===== src/hdl/bfie_pkg.sv =====
// bfie_pkg: shared constants for the instruction executor.
// Character codes, field widths and default sizes; no dependencies.

package bfie_pkg;

    // field widths fixed by the channel payloads
    localparam int CHAR_W = 8;
    localparam int POS_W  = 16;
    localparam int NEST_W = 16;

    // default sizes handed to the top level
    localparam int DEF_CELL_COUNT  = 128;
    localparam int DEF_STACK_DEPTH = 64;
    localparam int DEF_POS_BITS    = 16;

    // nesting counter saturates here while skipping
    localparam logic [NEST_W-1:0] NEST_MAX = '1;

    // program characters that act
    localparam logic [CHAR_W-1:0] CH_PLUS  = 8'h2B;  // '+'
    localparam logic [CHAR_W-1:0] CH_MINUS = 8'h2D;  // '-'
    localparam logic [CHAR_W-1:0] CH_RIGHT = 8'h3E;  // '>'
    localparam logic [CHAR_W-1:0] CH_LEFT  = 8'h3C;  // '<'
    localparam logic [CHAR_W-1:0] CH_DOT   = 8'h2E;  // '.'
    localparam logic [CHAR_W-1:0] CH_COMMA = 8'h2C;  // ','
    localparam logic [CHAR_W-1:0] CH_OPEN  = 8'h5B;  // '['
    localparam logic [CHAR_W-1:0] CH_CLOSE = 8'h5D;  // ']'

endpackage


===== src/hdl/bfie_cmd_if.sv =====
// bfie_cmd_if: request channel carrying one program character per request.
// Depends on bfie_pkg for field widths.

interface bfie_cmd_if;
    import bfie_pkg::*;

    logic              valid;
    logic              ready;
    logic [CHAR_W-1:0] instr;
    logic [POS_W-1:0]  next_pos;
    logic [CHAR_W-1:0] key;

    modport source (output valid, output instr, output next_pos, output key, input ready);
    modport sink   (input valid, input instr, input next_pos, input key, output ready);
endinterface


===== src/hdl/bfie_res_if.sv =====
// bfie_res_if: result channel, one result request per executed character.
// Depends on bfie_pkg for field widths.

interface bfie_res_if;
    import bfie_pkg::*;

    logic              valid;
    logic              ready;
    logic              out_valid;
    logic [CHAR_W-1:0] out_byte;
    logic              jump;
    logic [POS_W-1:0]  jump_target;
    logic              skipping;
    logic              stack_overflow;

    modport source (output valid, output out_valid, output out_byte, output jump,
                    output jump_target, output skipping, output stack_overflow,
                    input ready);
    modport sink   (input valid, input out_valid, input out_byte, input jump,
                    input jump_target, input skipping, input stack_overflow,
                    output ready);
endinterface


===== src/hdl/bfie_ram.sv =====
// bfie_ram: generic simple dual-port RAM, one write and one registered read.
// Read returns the old contents on a same-address write. No dependencies.

module bfie_ram #(
    parameter int WIDTH = 8,
    parameter int DEPTH = 16,
    localparam int AW = (DEPTH > 1) ? $clog2(DEPTH) : 1
) (
    input  logic             clk,
    input  logic             we,
    input  logic [AW-1:0]    waddr,
    input  logic [WIDTH-1:0] wdata,
    input  logic             re,
    input  logic [AW-1:0]    raddr,
    output logic [WIDTH-1:0] rdata
);
    logic [WIDTH-1:0] mem [DEPTH];
    logic [WIDTH-1:0] rdata_reg;

    // write port
    always_ff @(posedge clk)
    begin
        if (we)
        begin
            mem[waddr] <= wdata;
        end
    end

    // registered read port
    always_ff @(posedge clk)
    begin
        if (re)
        begin
            rdata_reg <= mem[raddr];
        end
    end

    assign rdata = rdata_reg;
endmodule


===== src/hdl/bf_instruction_executor.sv =====
// bf_instruction_executor: top level of the character executor.
// Depends on bfie_pkg, bfie_cmd_if, bfie_res_if and bfie_ram.
//
//  channel | dir | payload                                           | handshake
//  --------+-----+---------------------------------------------------+-----------
//  cmd     | in  | instr, next_pos, key                              | valid/ready
//  res     | out | out_valid, out_byte, jump, jump_target, skipping, | valid/ready
//          |     | stack_overflow                                    |
//
// One character per cycle while res accepts and no clearing pass runs; each request
// passes the input register, then the result register. The current cell and both neighbours sit
// in registers; a pointer move refills one neighbour from the tape RAM read port.
// After reset a clearing pass zeroes every tape RAM cell with cmd.ready low.
// A stalled res side holds one result and one queued request, then drops cmd.ready.

module bf_instruction_executor #(
    parameter int CELL_COUNT  = bfie_pkg::DEF_CELL_COUNT,
    parameter int STACK_DEPTH = bfie_pkg::DEF_STACK_DEPTH,
    parameter int POS_BITS    = bfie_pkg::DEF_POS_BITS
) (
    input  logic      clk,
    input  logic      rst_n,
    bfie_cmd_if.sink  cmd,
    bfie_res_if.source res
);
    import bfie_pkg::*;

    localparam int DP_W = (CELL_COUNT > 1) ? $clog2(CELL_COUNT) : 1;
    localparam int SA_W = (STACK_DEPTH > 1) ? $clog2(STACK_DEPTH) : 1;
    localparam int SC_W = $clog2(STACK_DEPTH + 1);
    localparam logic [DP_W-1:0] LAST_DP   = DP_W'(CELL_COUNT - 1);
    localparam logic [SC_W-1:0] FULL_CNT  = SC_W'(STACK_DEPTH);
    localparam bit              TWO_CELLS = (CELL_COUNT == 2);

    function automatic logic [DP_W-1:0] dp_inc(input logic [DP_W-1:0] a);
        logic [DP_W-1:0] r;
        r = (a == LAST_DP) ? '0 : a + 1'b1;
        return r;
    endfunction

    function automatic logic [DP_W-1:0] dp_dec(input logic [DP_W-1:0] a);
        logic [DP_W-1:0] r;
        r = (a == '0) ? LAST_DP : a - 1'b1;
        return r;
    endfunction

    // input register
    logic              q_valid_reg;
    logic [CHAR_W-1:0] q_instr_reg;
    logic [POS_W-1:0]  q_next_pos_reg;
    logic [CHAR_W-1:0] q_key_reg;

    // result register
    logic              r_valid_reg;
    logic              r_ov_reg, r_jmp_reg, r_skip_reg, r_sof_reg;
    logic [CHAR_W-1:0] r_ob_reg;
    logic [POS_W-1:0]  r_jt_reg;

    // clearing pass
    logic              clr_active_reg;
    logic [DP_W-1:0]   clr_addr_reg;

    // tape window: current cell and its neighbours
    logic [DP_W-1:0]   dp_reg, dp_next;
    logic [CHAR_W-1:0] cur_reg, cur_next;
    logic [CHAR_W-1:0] left_reg, left_next, right_reg, right_next;
    logic              left_pend_reg, left_pend_next, right_pend_reg, right_pend_next;
    logic              byp_reg, byp_next;
    logic [CHAR_W-1:0] byp_data_reg;
    logic [CHAR_W-1:0] rd_eff, left_eff, right_eff;
    logic [DP_W-1:0]   dp_p1, dp_p2, dp_m1, dp_m2;

    // tape RAM ports
    logic              tape_we, ex_we, tape_re;
    logic [DP_W-1:0]   tape_waddr, ex_waddr, tape_raddr;
    logic [CHAR_W-1:0] tape_wdata, ex_wdata, tape_rdata;

    // loop stack
    logic [SC_W-1:0]     cnt_reg, cnt_next;
    logic [POS_BITS-1:0] tos_reg, tos_next, tos_eff;
    logic                tos_pend_reg, tos_pend_next;
    logic                stk_we, stk_re;
    logic [SA_W-1:0]     stk_waddr, stk_raddr;
    logic [POS_BITS-1:0] stk_wdata, stk_rdata, npos;
    logic [SC_W:0]       cnt_m2;
    logic                cnt_ge2;

    // skip mode
    logic              skip_reg, skip_next;
    logic [NEST_W-1:0] nest_reg, nest_next;

    // result of the executing character
    logic              ex_ov, ex_jmp, ex_sof;
    logic [CHAR_W-1:0] ex_ob;
    logic [POS_W-1:0]  ex_jt;

    logic exec_fire, cmd_fire, cell_nz;

    // handshakes
    assign exec_fire = q_valid_reg && (!r_valid_reg || res.ready);
    assign cmd.ready = !clr_active_reg && (!q_valid_reg || exec_fire);
    assign cmd_fire  = cmd.valid && cmd.ready;

    // neighbour addresses, wrapping at the tape ends
    assign dp_p1 = dp_inc(dp_reg);
    assign dp_p2 = dp_inc(dp_p1);
    assign dp_m1 = dp_dec(dp_reg);
    assign dp_m2 = dp_dec(dp_m1);

    // a neighbour refilled last cycle comes from the read port, or from the bypass on a same-address write
    assign rd_eff    = byp_reg ? byp_data_reg : tape_rdata;
    assign left_eff  = left_pend_reg  ? rd_eff : left_reg;
    assign right_eff = right_pend_reg ? rd_eff : right_reg;
    assign tos_eff   = tos_pend_reg   ? stk_rdata : tos_reg;
    assign cell_nz   = (cur_reg != '0);

    assign npos    = POS_BITS'(q_next_pos_reg);
    assign cnt_m2  = {1'b0, cnt_reg} - (SC_W+1)'(2);
    assign cnt_ge2 = ({1'b0, cnt_reg} >= (SC_W+1)'(2));

    // execute one character
    always_comb
    begin
        dp_next         = dp_reg;
        cur_next        = cur_reg;
        left_next       = left_eff;
        right_next      = right_eff;
        left_pend_next  = 1'b0;
        right_pend_next = 1'b0;
        ex_we           = 1'b0;
        ex_waddr        = dp_m1;
        ex_wdata        = left_eff;
        tape_re         = 1'b0;
        tape_raddr      = dp_p2;
        cnt_next        = cnt_reg;
        tos_next        = tos_eff;
        tos_pend_next   = 1'b0;
        stk_we          = 1'b0;
        stk_waddr       = cnt_reg[SA_W-1:0];
        stk_wdata       = npos;
        stk_re          = 1'b0;
        stk_raddr       = cnt_m2[SA_W-1:0];
        skip_next       = skip_reg;
        nest_next       = nest_reg;
        ex_ov           = 1'b0;
        ex_ob           = '0;
        ex_jmp          = 1'b0;
        ex_jt           = '0;
        ex_sof          = 1'b0;
        if (exec_fire)
        begin
            if (skip_reg)
            begin
                // only brackets count while skipping
                if (q_instr_reg == CH_OPEN)
                begin
                    if (nest_reg != NEST_MAX)
                    begin
                        nest_next = nest_reg + 1'b1;
                    end
                end
                else if (q_instr_reg == CH_CLOSE)
                begin
                    if (nest_reg != '0)
                    begin
                        nest_next = nest_reg - 1'b1;
                    end
                    else
                    begin
                        skip_next = 1'b0;
                    end
                end
            end
            else
            begin
                case (q_instr_reg)
                    CH_PLUS:  cur_next = cur_reg + 1'b1;
                    CH_MINUS: cur_next = cur_reg - 1'b1;
                    CH_COMMA: cur_next = q_key_reg;
                    CH_DOT:
                    begin
                        ex_ov = 1'b1;
                        ex_ob = cur_reg;
                    end
                    CH_RIGHT:
                    begin
                        // shift window up; left cell retires to RAM
                        dp_next   = dp_p1;
                        cur_next  = right_eff;
                        left_next = cur_reg;
                        if (TWO_CELLS)
                        begin
                            right_next = cur_reg;
                        end
                        else
                        begin
                            ex_we           = 1'b1;
                            ex_waddr        = dp_m1;
                            ex_wdata        = left_eff;
                            tape_re         = 1'b1;
                            tape_raddr      = dp_p2;
                            right_pend_next = 1'b1;
                        end
                    end
                    CH_LEFT:
                    begin
                        // shift window down; right cell retires to RAM
                        dp_next    = dp_m1;
                        cur_next   = left_eff;
                        right_next = cur_reg;
                        if (TWO_CELLS)
                        begin
                            left_next = cur_reg;
                        end
                        else
                        begin
                            ex_we          = 1'b1;
                            ex_waddr       = dp_p1;
                            ex_wdata       = right_eff;
                            tape_re        = 1'b1;
                            tape_raddr     = dp_m2;
                            left_pend_next = 1'b1;
                        end
                    end
                    CH_OPEN:
                    begin
                        if (cell_nz)
                        begin
                            if (cnt_reg == FULL_CNT)
                            begin
                                ex_sof = 1'b1;
                            end
                            else
                            begin
                                stk_we   = 1'b1;
                                tos_next = npos;
                                cnt_next = cnt_reg + 1'b1;
                            end
                        end
                        else
                        begin
                            skip_next = 1'b1;
                            nest_next = '0;
                        end
                    end
                    CH_CLOSE:
                    begin
                        if (cnt_reg != '0)
                        begin
                            if (cell_nz)
                            begin
                                ex_jmp = 1'b1;
                                ex_jt  = POS_W'(tos_eff);
                            end
                            else
                            begin
                                // pop; fetch the entry below as new top
                                cnt_next = cnt_reg - 1'b1;
                                if (cnt_ge2)
                                begin
                                    stk_re        = 1'b1;
                                    tos_pend_next = 1'b1;
                                end
                            end
                        end
                    end
                    default:
                    begin
                    end
                endcase
            end
        end
    end

    // tape RAM write port shared with the clearing pass
    assign tape_we    = clr_active_reg || ex_we;
    assign tape_waddr = clr_active_reg ? clr_addr_reg : ex_waddr;
    assign tape_wdata = clr_active_reg ? '0 : ex_wdata;
    assign byp_next   = tape_re && tape_we && (tape_waddr == tape_raddr);

    bfie_ram #(
        .WIDTH (CHAR_W),
        .DEPTH (CELL_COUNT)
    ) u_tape_ram (
        .clk   (clk),
        .we    (tape_we),
        .waddr (tape_waddr),
        .wdata (tape_wdata),
        .re    (tape_re),
        .raddr (tape_raddr),
        .rdata (tape_rdata)
    );

    bfie_ram #(
        .WIDTH (POS_BITS),
        .DEPTH (STACK_DEPTH)
    ) u_stack_ram (
        .clk   (clk),
        .we    (stk_we),
        .waddr (stk_waddr),
        .wdata (stk_wdata),
        .re    (stk_re),
        .raddr (stk_raddr),
        .rdata (stk_rdata)
    );

    // control and architectural state
    always_ff @(posedge clk or negedge rst_n)
    begin
        if (!rst_n)
        begin
            q_valid_reg    <= 1'b0;
            r_valid_reg    <= 1'b0;
            clr_active_reg <= 1'b1;
            clr_addr_reg   <= '0;
            dp_reg         <= '0;
            cur_reg        <= '0;
            left_reg       <= '0;
            right_reg      <= '0;
            left_pend_reg  <= 1'b0;
            right_pend_reg <= 1'b0;
            byp_reg        <= 1'b0;
            cnt_reg        <= '0;
            tos_pend_reg   <= 1'b0;
            skip_reg       <= 1'b0;
            nest_reg       <= '0;
        end
        else
        begin
            if (cmd_fire)
            begin
                q_valid_reg <= 1'b1;
            end
            else if (exec_fire)
            begin
                q_valid_reg <= 1'b0;
            end

            if (exec_fire)
            begin
                r_valid_reg <= 1'b1;
            end
            else if (res.ready)
            begin
                r_valid_reg <= 1'b0;
            end

            if (clr_active_reg)
            begin
                clr_addr_reg <= clr_addr_reg + 1'b1;
                if (clr_addr_reg == LAST_DP)
                begin
                    clr_active_reg <= 1'b0;
                end
            end

            dp_reg         <= dp_next;
            cur_reg        <= cur_next;
            left_reg       <= left_next;
            right_reg      <= right_next;
            left_pend_reg  <= left_pend_next;
            right_pend_reg <= right_pend_next;
            byp_reg        <= byp_next;
            cnt_reg        <= cnt_next;
            tos_pend_reg   <= tos_pend_next;
            skip_reg       <= skip_next;
            nest_reg       <= nest_next;
        end
    end

    // payload registers
    always_ff @(posedge clk)
    begin
        if (cmd_fire)
        begin
            q_instr_reg    <= cmd.instr;
            q_next_pos_reg <= cmd.next_pos;
            q_key_reg      <= cmd.key;
        end
        if (exec_fire)
        begin
            r_ov_reg   <= ex_ov;
            r_ob_reg   <= ex_ob;
            r_jmp_reg  <= ex_jmp;
            r_jt_reg   <= ex_jt;
            r_skip_reg <= skip_next;
            r_sof_reg  <= ex_sof;
        end
        byp_data_reg <= tape_wdata;
        tos_reg      <= tos_next;
    end

    assign res.valid          = r_valid_reg;
    assign res.out_valid      = r_ov_reg;
    assign res.out_byte       = r_ob_reg;
    assign res.jump           = r_jmp_reg;
    assign res.jump_target    = r_jt_reg;
    assign res.skipping       = r_skip_reg;
    assign res.stack_overflow = r_sof_reg;
endmodule


===== src/flat_wrapper.sv =====
// flat-port wrapper written by rule: the top's interface ports become plain ports
module bf_instruction_executor_flat import bfie_pkg::*;
#(
    parameter int CELL_COUNT  = bfie_pkg::DEF_CELL_COUNT,
    parameter int STACK_DEPTH = bfie_pkg::DEF_STACK_DEPTH,
    parameter int POS_BITS    = bfie_pkg::DEF_POS_BITS
)
  (clk, rst_n, cmd_valid, cmd_instr, cmd_next_pos, cmd_key, cmd_ready, res_valid, res_out_valid, res_out_byte, res_jump, res_jump_target, res_skipping, res_stack_overflow, res_ready);
  bfie_cmd_if cmd_i ();
  bfie_res_if res_i ();
  input  logic clk;
  input  logic rst_n;
  input wire logic [$bits(cmd_i.valid)-1:0] cmd_valid;
  input wire logic [$bits(cmd_i.instr)-1:0] cmd_instr;
  input wire logic [$bits(cmd_i.next_pos)-1:0] cmd_next_pos;
  input wire logic [$bits(cmd_i.key)-1:0] cmd_key;
  output wire logic [$bits(cmd_i.ready)-1:0] cmd_ready;
  output wire logic [$bits(res_i.valid)-1:0] res_valid;
  output wire logic [$bits(res_i.out_valid)-1:0] res_out_valid;
  output wire logic [$bits(res_i.out_byte)-1:0] res_out_byte;
  output wire logic [$bits(res_i.jump)-1:0] res_jump;
  output wire logic [$bits(res_i.jump_target)-1:0] res_jump_target;
  output wire logic [$bits(res_i.skipping)-1:0] res_skipping;
  output wire logic [$bits(res_i.stack_overflow)-1:0] res_stack_overflow;
  input wire logic [$bits(res_i.ready)-1:0] res_ready;
  assign cmd_i.valid = cmd_valid;
  assign cmd_i.instr = cmd_instr;
  assign cmd_i.next_pos = cmd_next_pos;
  assign cmd_i.key = cmd_key;
  assign cmd_ready = cmd_i.ready;
  assign res_valid = res_i.valid;
  assign res_out_valid = res_i.out_valid;
  assign res_out_byte = res_i.out_byte;
  assign res_jump = res_i.jump;
  assign res_jump_target = res_i.jump_target;
  assign res_skipping = res_i.skipping;
  assign res_stack_overflow = res_i.stack_overflow;
  assign res_i.ready = res_ready;
  bf_instruction_executor #(.CELL_COUNT(CELL_COUNT), .STACK_DEPTH(STACK_DEPTH), .POS_BITS(POS_BITS)) u_core (.clk(clk), .rst_n(rst_n), .cmd(cmd_i), .res(res_i));
endmodule

===== config.mk =====
export PLATFORM = sky130hd
export DESIGN_NAME = bf_instruction_executor_flat
export DESIGN_NICKNAME = d
export VERILOG_FILES = /design/src/hdl/bfie_pkg.sv /design/src/hdl/bfie_cmd_if.sv /design/src/hdl/bfie_res_if.sv /design/src/hdl/bfie_ram.sv /design/src/hdl/bf_instruction_executor.sv /design/src/flat_wrapper.sv
export SDC_FILE = /design/constraint.sdc
export NUM_CORES = 2
export LEC_CHECK = 0
export BUFFER_PORTS_ARGS = -buffer_cell sky130_fd_sc_hd__buf_2
export CORE_MARGIN = 2
export CORE_UTILIZATION = 45
export CTS_BUF_LIST = sky130_fd_sc_hd__clkbuf_8
export CTS_CLUSTER_DIAMETER = 200
export DETAILED_ROUTE_END_ITERATION = 10
export GPL_ROUTABILITY_DRIVEN = 0
export PLACE_DENSITY = 0.66
export SKIP_CTS_REPAIR_TIMING = 1
export SLEW_MARGIN = 20
export SYNTH_ARGS = -nofsm -noshare
export SYNTH_HDL_FRONTEND = slang
export SYNTH_SLANG_ARGS = --single-unit
export TNS_END_PERCENT = 5

===== constraint.sdc =====
create_clock -name clk -period 14.6 [get_ports clk]
set_input_delay 1.46 -clock clk [delete_from_list [all_inputs] [get_ports clk]]
set_output_delay 1.46 -clock clk [all_outputs]
set_load 0.02 [all_outputs]

==> summary.md <==
| Metric | Value |
|---|---|
| TritonRoute pass-1 iters | `9` |
| DRC violations left | `0` |
| Asr flop ratio synth | `0.0310` |
| WS Path Type | `register to register` |
| Share of the synthesized area in the top cell type | `0.718` |
| Global-route wire length before repair | `334 mm` |
| Mean Syn Cell Area | `roughly 17 um2` |
| Hpwl dp | `approximately 130 mm` |
| Core area | `197000 um2` |
| Initial Util | `0.452` |
| Critical path arrival | `7250 ps` |
| GRT overflow | `0` |
| Via-to-Cell Ratio | `between 5 and 6` |
| Predominant post-synthesis flop cell | `edfxtp_1` |
| Die area | `around 200000 um2` |
| Area delta synth->final | `11.0%` |
| Clock skew | `89.0 ps` |
| Top cells by count, synth | `edfxtp_1, nand2_1, mux4_2` |
| H-tree levels | `5` |
| Drt wl/cell | `26.8 um` |
| Crit path required time | `approximately 15000 ps` |
| Ports | `66` |
| Cell accounting for the most synthesized area | `edfxtp_1` |
| Fin crit share | `0.443` |
| Rows | `between 150 and 200` |
| Max Fclk | `~150 MHz` |
| Setup crit end kind | `register` |
| CP max FO | `85` |
| Tightest Pin Transition | `roughly 1100 ps` |
| Layout cell share with drive strength beyond 1 | `0.187` |
| Width of the chip | `approximately 450 um` |
| Vias | `roughly 50000` |
| Vias in the first global route | `slightly below 50000` |
| CTS Buf Count | `between 300 and 400` |
| Mapped Nets | `between 5000 and 6000` |
| Overall Global Routing Usage | `0.223` |
| CTS sink count | `between 2000 and 2500` |
| Clock Path Buffers | `4` |
| Outcome | `finished clean` |
| Post-Syn Area | `89200 um2` |
| PD cells | `around 120 nW/um2` |
| Final Hold Vio Count | `0` |
| Pin count of the biggest net entering global routing | `between 150 and 200` |
| FF-to-FF setup slack | `8140 ps` |
| Max_slew headroom | `0.244` |
| # nets final | `between 5000 and 6000` |
| Hold crit path type | `input port to async pin` |
| Count of cell types in the netlist | `99` |
| Fillers | `~16000` |
| Leakage | `about 34 nW` |
| Pins Over Slew Limit | `0` |
| Starting DRT DRC Count | `around 6300` |
| Crit path time final | `~6500 ps` |
| Clk_lat worst skew | `about 1100 ps` |
| Post-Synthesis Cells | `about 5300` |
| CP Launch Type | `register` |
| Post-route ant nets | `0` |
| CTS tree | `yes` |
| RSZ-0062 raised after global routing | `false` |
| Final setup margin | `~8100 ps` |
| CTS Root Cell | `clkbuf_8` |
| Share of the yosys chip area belonging to registers | `0.742` |
| Die H | `between 400 and 500 um` |
| Place WS | `slightly below 8000 ps` |
| Post-synth EDFFs | `roughly 2100` |
| Setup TNS | `0 ps` |
| Clk slew on worst S/H paths | `60 ps` |
| Max-Cap Viols | `0` |
| Peak VDD IR | `0.000102 V` |
| Count leader, synth | `edfxtp_1` |
| Detailed Route WL | `227 mm` |
| Yosys reg bits | `~2200` |
| Final setup violation count | `0` |
| Initial antenna violation count | `13` |
| IO buf count | `65` |
| Synth top area cells | `edfxtp_1, mux4_2, nand2_1, dfrtp_1, nor2_1` |
| Top Registers | `u_core.u_stack_ram.mem x1024, u_core.u_tape_ram.mem x1024` |
| Yosys warnings | `0` |
## placed cells by master (no fill, tap or decap), types with 9 or more instances in the layout
cell / count
clkbuf_8: 377
xor2_1: 18
a311oi_1: 37
nor3_1: 19
a32o_1: 20
o221ai_1: 12
o41ai_1: 9
nand4_1: 29
mux2i_1: 73
and2_1: 17
a31oi_1: 116
a32oi_1: 102
mux2_2: 22
a21o_1: 11
nor2_4: 10
buf_2: 64
clkinv_1: 66
inv_1: 161
or4_1: 10
nor2_1: 296
nor2b_1: 10
nand3_1: 219
and3_1: 84
buf_4: 150
edfxtp_1: 2132
ha_1: 35
a22oi_1: 11
dfxtp_1: 24
nand2_1: 722
o21ai_0: 82
xnor2_1: 40
mux4_2: 336
o22ai_1: 12
dfrtp_1: 66
a21oi_1: 108
a211oi_1: 51
nor4_1: 10
o211ai_1: 22
clkinv_2: 34
## power by group
group	internal [mW]	switching [mW]	total, mW
Sequential	6.98	0.0170	7.00
Combinational	0.0716	0.160	0.231
Clock	2.47	2.40	4.87
## final cells by class
| cell class | count | area (um2) | share of cell area |
|---|---|---|---|
| antenna | 3 | 7.51 | 0.0000758 |
| clock buffer | 377 | 5190 | 0.0524 |
| clock inverter | 247 | 1170 | 0.0118 |
| inverter | 34 | 129 | 0.00130 |
| multi-input combinational | 2719 | 21500 | 0.217 |
| sequential | 2225 | 66200 | 0.669 |
| tap | 2640 | 3300 | 0.0334 |
| timing repair buffer | 218 | 1540 | 0.0156 |
## stage by stage
stage	total power, mW	hold WS (ps)	std cells	instance area [um2]	utilization
final	12.1	290	8463	99000	0.502
after CTS	12.2	210	8458	99000	0.502
after global placement	7.35	459	7834	92600	0.470
after detailed placement	7.36	482	7834	92600	0.470
after floorplan	7.27	440	5303	89200	-
after global routing	12.5	253	8462	99000	0.502
## cell families (layout without fill, tap and decap cells)
| group | Yosys count | in the layout | share of synthesized area |
|---|---|---|---|
| flip-flops | 2225 | 2225 | 0.742 |
| AND/OR/NAND/NOR | 1506 | 1506 | 0.0757 |
| AO/OA/AOI/OAI | 678 | 678 | 0.0546 |
| multiplexers | 435 | 435 | 0.0963 |
| buffers and inverters | 359 | 876 | 0.0193 |
| XOR/XNOR | 61 | 61 | 0.00599 |
| adder cells (fa/ha/maj) | 39 | 39 | 0.00572 |
| other | 0 | 3 | 0 |
## metal layers
layer	share of wire	track usage	up-vias
met2	0.48	0.355	2529
li1	-	-	21500
met4	0.038	0.0880	0
met3	0.087	0.0412	452
met5	0	0	-
met1	0.39	0.304	25700
## critical path, stage by stage, from the launching register on
cell and delay [ps]:
dfrtp_1 710, inv_1 290, ha_1 660, clkinv_1 520
xnor2_1 340, and3_1 220, buf_4 200, nor2_8 500
buf_4 780, buf_4 820, a21oi_1 80, nor2_1 170
o22ai_1 130, o41ai_1 610, nor4_2 90
## worst paths after layout
kind | start | end | depth (start not counted)
hold / removal | rst_n | u_core.left_reg[3] | 1
max in group asynchronous | rst_n | u_core.cnt_reg[0] | 2
hold reg to reg | u_core.clr_addr_reg[6] | u_core.clr_active_reg | 1
setup / recovery | u_core.dp_reg[0] | u_core.u_tape_ram.rdata[0] | 14
setup reg to reg | u_core.dp_reg[0] | u_core.u_tape_ram.rdata[0] | 14
min in group clk | u_core.clr_addr_reg[6] | u_core.clr_active_reg | 1
No activity file was read; power rests on OpenSTA's default activity.
